`config.mk`:
```
export PLATFORM = sky130hd
export DESIGN_NAME = fccm_ctrl
export DESIGN_NICKNAME = d
export VERILOG_FILES = /design/src/fccm_pkg.sv /design/src/fccm_ctrl.sv
export SDC_FILE = /design/constraint.sdc
export NUM_CORES = 1
export LEC_CHECK = 0
export BUFFER_PORTS_ARGS = -buffer_cell sky130_fd_sc_hd__buf_2
export CAP_MARGIN = 20
export CORE_AREA = 2 2 44 46
export DETAILED_ROUTE_END_ITERATION = 8
export DIE_AREA = 0 0 46 48
export GPL_TIMING_DRIVEN = 1
export PLACE_DENSITY = 0.82
export SLEW_MARGIN = 15
export SYNTH_ARGS = -nofsm -noshare
export SYNTH_HDL_FRONTEND = slang
export SYNTH_SLANG_ARGS = --single-unit
export TNS_END_PERCENT = 100
```
`constraint.sdc`:
```
create_clock -name clk -period 5.22 [get_ports clk]
set_input_delay 1.566 -clock clk [delete_from_list [all_inputs] [get_ports clk]]
set_output_delay 1.566 -clock clk [all_outputs]
set_load 0.1 [all_outputs]
```
`src/fccm_pkg.sv`:
```
`timescale 1ns / 1ps
// ----------------------------------------------------------------------------
// fccm_pkg
// Types, constants and codes of the cluster chain manager.
// ----------------------------------------------------------------------------
package fccm_pkg;

    // Table geometry (entry count must be a power of two)
    localparam int MAP_ENTRIES   = 512;
    localparam int ADDR_W        = $clog2(MAP_ENTRIES);
    localparam int PTR_W         = ADDR_W + 1;
    localparam int CLUSTER_BYTES = 2048;
    localparam int CB_SHIFT      = $clog2(CLUSTER_BYTES);

    // Fixed field widths
    localparam int CMD_W    = 2;
    localparam int BYTE_W   = 24;
    localparam int CL_W     = 9;
    localparam int STATUS_W = 2;
    localparam int LINK_W   = 32;
    localparam int TOTAL_W  = 10;
    localparam int CFG_IDX_W = 2;
    localparam int NEED_W   = BYTE_W - CB_SHIFT + 1;

    // Lowest cluster that can ever be handed out
    localparam logic [ADDR_W-1:0] ALLOC_FLOOR_MIN = ADDR_W'(3);

    // Reset values of the configuration registers
    localparam logic [CL_W-1:0]   FIRST_ALLOC_RST = CL_W'(8);
    localparam logic [LINK_W-1:0] C0_MARK_RST     = 32'h0FFF_FFF0;
    localparam logic [LINK_W-1:0] C1_MARK_RST     = 32'h0FFF_FFFF;
    localparam logic [LINK_W-1:0] EOF_MARK_RST    = 32'h0FFF_FFFF;

    // Fixed entries of the format pattern
    localparam logic [ADDR_W-1:0] ENTRY_C0  = ADDR_W'(0);
    localparam logic [ADDR_W-1:0] ENTRY_C1  = ADDR_W'(1);
    localparam logic [ADDR_W-1:0] ENTRY_EOF = ADDR_W'(2);

    typedef enum logic [CMD_W-1:0] {
        CMD_FORMAT = 2'd0,
        CMD_ALLOC  = 2'd1,
        CMD_FREE   = 2'd2,
        CMD_NEXT   = 2'd3
    } cmd_t;

    typedef enum logic [STATUS_W-1:0] {
        ST_OK      = 2'd0,
        ST_NOSPACE = 2'd1,
        ST_BAD     = 2'd2
    } status_t;

    typedef enum logic [CFG_IDX_W-1:0] {
        CFG_FIRST_ALLOC = 2'd0,
        CFG_C0_MARK     = 2'd1,
        CFG_C1_MARK     = 2'd2,
        CFG_EOF_MARK    = 2'd3
    } cfg_idx_t;

    typedef enum logic [3:0] {
        S_CLEAR,
        S_IDLE,
        S_FORMAT,
        S_CNT_INIT,
        S_CNT,
        S_LINK_INIT,
        S_LINK,
        S_LINK_END,
        S_FREE_HEAD,
        S_FREE_WALK,
        S_CLR_INIT,
        S_CLR,
        S_NEXT_RD,
        S_DONE
    } state_t;

    // Which result the finishing state reports
    typedef enum logic [2:0] {
        RES_FORMAT,
        RES_NOSPACE,
        RES_BAD,
        RES_ALLOC,
        RES_FREE,
        RES_NEXT
    } res_kind_t;

    typedef enum logic [3:0] {
        OP_NONE,
        OP_LATCH,
        OP_SWEEP,
        OP_SCAN_INIT,
        OP_COUNT,
        OP_LINK,
        OP_LINK_END,
        OP_FREE_HEAD,
        OP_FREE_WALK,
        OP_READ_CL,
        OP_FREE_CLR,
        OP_RESULT
    } dp_op_t;

    typedef struct packed {
        dp_op_t    op;
        logic      reset_marks;
        res_kind_t res;
    } dp_cmd_t;

    typedef struct packed {
        logic sweep_last;
        logic scan_done;
        logic short_space;
        logic got_all;
        logic head_bad;
        logic walk_eof;
        logic walk_bad;
        logic rsp_free;
    } dp_sts_t;

endpackage

```
`src/fccm_ctrl.sv`:
```
`timescale 1ns / 1ps
// ----------------------------------------------------------------------------
// fccm_ctrl
// Sequencer: steps each command through sweeps, scans and chain walks.
// ----------------------------------------------------------------------------
module fccm_ctrl (
    input  logic              clk,
    input  logic              rst_n,
    input  logic              req_valid,
    input  logic [1:0]        req_cmd,
    output logic              req_ready,
    output fccm_pkg::dp_cmd_t dp_cmd,
    input  fccm_pkg::dp_sts_t dp_sts
);
    import fccm_pkg::*;

    state_t    state_reg;
    state_t    state_next;
    res_kind_t res_reg;
    res_kind_t res_next;
    cmd_t      cmd_in;

    assign cmd_in = cmd_t'(req_cmd);

    always_ff @(posedge clk or negedge rst_n)
    begin
        if (!rst_n)
        begin
            state_reg <= S_CLEAR;
            res_reg   <= RES_FORMAT;
        end
        else
        begin
            state_reg <= state_next;
            res_reg   <= res_next;
        end
    end

    // Next state
    always_comb
    begin
        state_next = state_reg;
        res_next   = res_reg;
        unique case (state_reg)
            S_CLEAR:
            begin
                if (dp_sts.sweep_last)
                    state_next = S_IDLE;
            end
            S_IDLE:
            begin
                if (req_valid)
                begin
                    unique case (cmd_in)
                        CMD_FORMAT: state_next = S_FORMAT;
                        CMD_ALLOC:  state_next = S_CNT_INIT;
                        CMD_FREE:   state_next = S_FREE_HEAD;
                        CMD_NEXT:   state_next = S_NEXT_RD;
                    endcase
                end
            end
            S_FORMAT:
            begin
                if (dp_sts.sweep_last)
                begin
                    state_next = S_DONE;
                    res_next   = RES_FORMAT;
                end
            end
            S_CNT_INIT:
                state_next = S_CNT;
            S_CNT:
            begin
                if (dp_sts.scan_done)
                begin
                    if (dp_sts.short_space)
                    begin
                        state_next = S_DONE;
                        res_next   = RES_NOSPACE;
                    end
                    else
                        state_next = S_LINK_INIT;
                end
            end
            S_LINK_INIT:
                state_next = S_LINK;
            S_LINK:
            begin
                if (dp_sts.got_all)
                    state_next = S_LINK_END;
            end
            S_LINK_END:
            begin
                state_next = S_DONE;
                res_next   = RES_ALLOC;
            end
            S_FREE_HEAD:
            begin
                if (dp_sts.head_bad)
                begin
                    state_next = S_DONE;
                    res_next   = RES_BAD;
                end
                else
                    state_next = S_FREE_WALK;
            end
            S_FREE_WALK:
            begin
                priority if (dp_sts.walk_bad)
                begin
                    state_next = S_DONE;
                    res_next   = RES_BAD;
                end
                else if (dp_sts.walk_eof)
                    state_next = S_CLR_INIT;
            end
            S_CLR_INIT:
                state_next = S_CLR;
            S_CLR:
            begin
                if (dp_sts.walk_eof)
                begin
                    state_next = S_DONE;
                    res_next   = RES_FREE;
                end
            end
            S_NEXT_RD:
            begin
                state_next = S_DONE;
                res_next   = RES_NEXT;
            end
            S_DONE:
            begin
                if (dp_sts.rsp_free)
                    state_next = S_IDLE;
            end
        endcase
    end

    // Outputs
    always_comb
    begin
        dp_cmd.op          = OP_NONE;
        dp_cmd.reset_marks = 1'b0;
        dp_cmd.res         = res_reg;
        req_ready          = 1'b0;
        unique case (state_reg)
            S_CLEAR:
            begin
                dp_cmd.op          = OP_SWEEP;
                dp_cmd.reset_marks = 1'b1;
            end
            S_IDLE:
            begin
                req_ready = 1'b1;
                if (req_valid)
                    dp_cmd.op = OP_LATCH;
            end
            S_FORMAT:    dp_cmd.op = OP_SWEEP;
            S_CNT_INIT:  dp_cmd.op = OP_SCAN_INIT;
            S_CNT:       dp_cmd.op = OP_COUNT;
            S_LINK_INIT: dp_cmd.op = OP_SCAN_INIT;
            S_LINK:      dp_cmd.op = OP_LINK;
            S_LINK_END:  dp_cmd.op = OP_LINK_END;
            S_FREE_HEAD: dp_cmd.op = OP_FREE_HEAD;
            S_FREE_WALK: dp_cmd.op = OP_FREE_WALK;
            S_CLR_INIT:  dp_cmd.op = OP_READ_CL;
            S_CLR:       dp_cmd.op = OP_FREE_CLR;
            S_NEXT_RD:   dp_cmd.op = OP_READ_CL;
            S_DONE:      dp_cmd.op = OP_RESULT;
        endcase
    end

endmodule

```
# ---- After elaboration in Yosys (flattened, before gate mapping)
# Index checks and enable logic that the tools add are counted.
# W data, S select, Z words.
dict set report word_totals {
  ff_bits 7
}
dict set report op_classes {
  eq_ne 27
  n_reduce_logical 9
  muxes 24
}
# operator n
set op_table {}
lappend op_table {{$pmux W4 S13} 1}
lappend op_table {{$pmux W4 S11} 1}
lappend op_table {{$mux W4} 10}
lappend op_table {{$eq A4 B4 Y1 const B} 6}
lappend op_table {{$mux W3} 7}
lappend op_table {{$pmux W3 S7} 1}
lappend op_table {{$ne A2 B2 Y1 const B} 10}
lappend op_table {{$eq A4 B3 Y1 const B} 4}
lappend op_table {{$pmux W4 S4} 1}
lappend op_table {{$eq A4 B2 Y1 const B} 2}
lappend op_table {{$reduce_and A8 Y1} 1}
lappend op_table {{$reduce_or A2 Y1} 4}
lappend op_table {{$reduce_and A7 Y1} 1}
lappend op_table {{$reduce_bool A7 Y1} 1}
lappend op_table {{$eq A2 B2 Y1 const B} 2}
lappend op_table {{$eq A4 B1 Y1 const B} 1}
lappend op_table {{$logic_not A4 Y1} 1}
lappend op_table {{$mux W1} 3}
lappend op_table {{$ne A3 B3 Y1 const B} 1}
lappend op_table {{$eq A2 B1 Y1 const B} 1}
lappend op_table {{$logic_not A2 Y1} 1}

# ---- Longest topological paths before layout
dict set report logic_depth {
  depth_word 4
  mapped_depth 7
  depth_no_buf 5
}

# ---- Worst setup path before layout
# No wires, ideal clock.
dict set report synth_path {
  kind {in2out}
  startpoint {input req_valid}
  endpoint {output dp_cmd[4] (netlist name)}
  cell_stages 4
  t_arrival_ps 3986
  setup_slack_ps -332
  n_path_buf 0
  t_required_ps 3654
  path_cell_list {o21ai_0 > nand2b_1 > a21oi_1 > a211oi_1}
}
# element line_no
set synth_lines {}
lappend synth_lines {{from (decl)} fccm_ctrl.sv:9} ;# input logic req_valid,
lappend synth_lines {{to (decl)} fccm_ctrl.sv:12} ;# output fccm_pkg::dp_cmd_t dp_cmd,

==> metrics list <==
* Number of vias in the routed layout: 808
* Mean instance size in the synthesized netlist: approximately 7.6 um^2
- The die covers 2210 um^2.
- The number of hold violations in the final report came to 0.
- Number of global-route vias before repair: between 600 and 700
- At the end of routability-driven placement, the weighted congestion stood at 0.824.
- Worst setup SP type: input port
- Remaining antenna violation count: 0
- Post-detailed-placement cell area: 867 um^2
* First-pass GRT wire length: 2840 um
- Status: completed
- Worst flop-to-flop path startpoint: state_reg[0]
- In this run, synthesis inferred 0 flip-flops with an integrated enable.
* Multi-input gate area in the final layout: between 500 and 600 um^2
* Antenna violations before repair: 0
* Drt total wl: ~1800 um
* Predominant post-synthesis flop cell: dfrtp_1
* Post-cts hold buffer count: 0
- For flop-to-flop paths, the worst setup slack is 2910 ps.
* Tightest slew margin relative to the limit: 46.7%
- The worst hold path terminates at res_reg[1].
- Endpoint type of the worst setup path: output port
- FP Rows: 15
* Share of the cycle needed by the critical path after routing: 78.6%
* Die Y: ~48 um
- Pre-antenna DRT Iters: 4
* Library cell used as clock root buffer: clkbuf_4
- Total non-filler cell area in the finished layout: 893 um^2
- The synthesized design contains 7 register bits.
- Setup TNS after final layout: 0 ps
* Input/output buffers: 21
- Minimum period implied by the final worst setup slack: 4100 ps
- Gates resized during post-CTS repair numbered 0.
- Violation count after the first detailed-routing iteration: 19
* Number of fill cells in the layout: around 180
* Hold depth: 1
- The final count of pins violating max slew is 0.
- Startpoint of the most critical setup path: req_valid
* Highest clock frequency the design can meet: 244 MHz
- TritonCTS built the clock tree.
* Footprint of the flip-flops and latches: 175 um^2
* Post-layout net count: 133
* Insertion delay to the later sink of the worst-skew pair: 240 ps
* Tightest Pin Transition: between 700 and 800 ps
- Largest net degree at the start of global routing: 31
- Deepest clock path buffer count: 2
* Half-perimeter wire length of the detailed placement result: 1310 um
* Required arrival time at the worst endpoint: 3650 ps
* Critical-path maximum fanout: 3
- Sequential cells were found to cover 21.9% of the synthesized design area.
- Die Span X: 46 um
- Warnings from Yosys: 0
- The slowest stage of the critical path belongs to the cell buf_2.
* WS Path Type: input port to output port
- Clock tree synthesis found a total of 7 sinks.
* Post-detailed-route via-to-cell ratio: 5.94
* Synthesized instance count: 105
- Clock tree synthesis inserted a total of 3 buffers.
- Max-cap violations in this run came to 0.
- The number of antenna diodes in the final layout is 0.
- Worst hold path type: flip-flop to flip-flop
- Crit path DAT: approximately 2500 ps
* I/O pins: 22
* Endpoint of the lowest-slack register-to-register path: res_reg[1]
* WL per Instance: 13.4 um
* Setup violations, final: 0
- Summed over all layers, the global routing overflow is 0.
- Share of post-route cells with drive strength above 1: 26.1%
- Max FFs per register: 4
- When the netlist entered floorplanning its net count stood at 118.
* Worst setup skew after layout: 0.497 ps
* RSZ-0062 raised after global routing: no
- Final routed DRC violation total: 0
- Starting density of the core: 47.4%
* CORE AREA: ~1700 um^2
* Largest stage delay, worst path: around 450 ps
- After clock tree synthesis, the setup repair step added 0 buffers.
- In this run the most critical hold path is launched from res_reg[1].
- CTS built an H-tree with a depth of 1.
* Total routing resource utilization after global routing: between 15 and 20%
- Top cell by count, worst path: buf_2
- Synthesis instantiated 38 different standard cells from the library.
* Cell-by-cell listing of the critical path: buf_2 -> o21ai_0 -> nand2b_1 -> a21oi_1 -> a211oi_2 -> buf_2
- From synthesis to final layout, the design area changed by 11.6%.
* FF-to-FF path depth: 5
* Post-Synthesis Cell Area: 801 um^2
* Async set or reset register ratio after synthesis: 100%
* Reg clk slew, reported paths: 50 ps
[per-stage QoR]
stage,cells,setup WS [ps],utilization (%),hold slack [ps]
6_report,136,1120,52.9,505
4_1_cts,136,1120,52.9,515
3_5_place_dp,132,1130,51.3,504
5_1_grt,136,1040,52.9,549
2_1_floorplan,105,639,-,708
3_3_place_gp,132,1150,51.3,495
[worst max-delay path: cells and delay by family]
family | cells | cell delay [ps]
AND/OR/NAND/NOR | 1 | 110
buffers and inverters | 2 | 550
AO/OA/AOI/OAI | 3 | 320
[cells in the final DEF (no fill, tap or decap), drive strengths merged, types with 3 or more instances in the layout]
cell type,n
buf,21
nand2,10
nor2,9
a21oi,8
o21ai,8
nand2b,7
dfrtp,7
nor3,6
a211oi,5
clkbuf,4
nor2b,3
o211ai,3
[synthesized netlist by cell type, drive strengths merged (3+ instances only)]
cell,instances,share of area [%]
a211oi,5,5.9
a21oi,8,5.0
buf,8,6.7
clkbuf,3,1.4
dfrtp,7,22
nand2,10,4.7
nand2b,7,5.5
nor2,9,4.2
nor2b,3,2.3
nor3,6,3.8
o211ai,3,2.8
o21ai,8,5.5
[final cells by class]
type | count | share of cell area, %
repair buffers | 21 | 11.8
well taps | 17 | 2.38
clock buffers | 4 | 2.94
flip-flops and latches | 7 | 19.6
inverters | 2 | 0.840
multi-input cells | 85 | 62.5
[routing by layer]
metal  global-route usage (%)  wire length, um  up-vias
li1                         -                -      414
met1                     24.8              842      370
met4                     8.57               14        0
met2                     28.9              859       22
met3                        0              100        2
met5                        0                0        -
[logic make-up (layout without fill, tap and decap cells)]
logic type      after synthesis  in the layout  share of synthesized area (%)
mux                           3              3                           4.37
simple gates                 46             46                           31.3
flops                         7              7                           21.9
compound gates               36             36                           33.4
buf+inv                      13             27                           9.06
[how the worst max path moves through the flow]
stage          depth (start not counted)  slack, ps        end
4_1_cts                                6       1120  dp_cmd[4]
5_1_grt                                6       1040  dp_cmd[4]
2_1_floorplan                          4        640  dp_cmd[4]
3_5_place_dp                           6       1130  dp_cmd[4]
6_report                               6       1120  dp_cmd[4]
3_3_place_gp                           6       1150  dp_cmd[4]
Power is not shown: default switching activity piles up to over one toggle a cycle in this logic, so the estimate is an artifact.
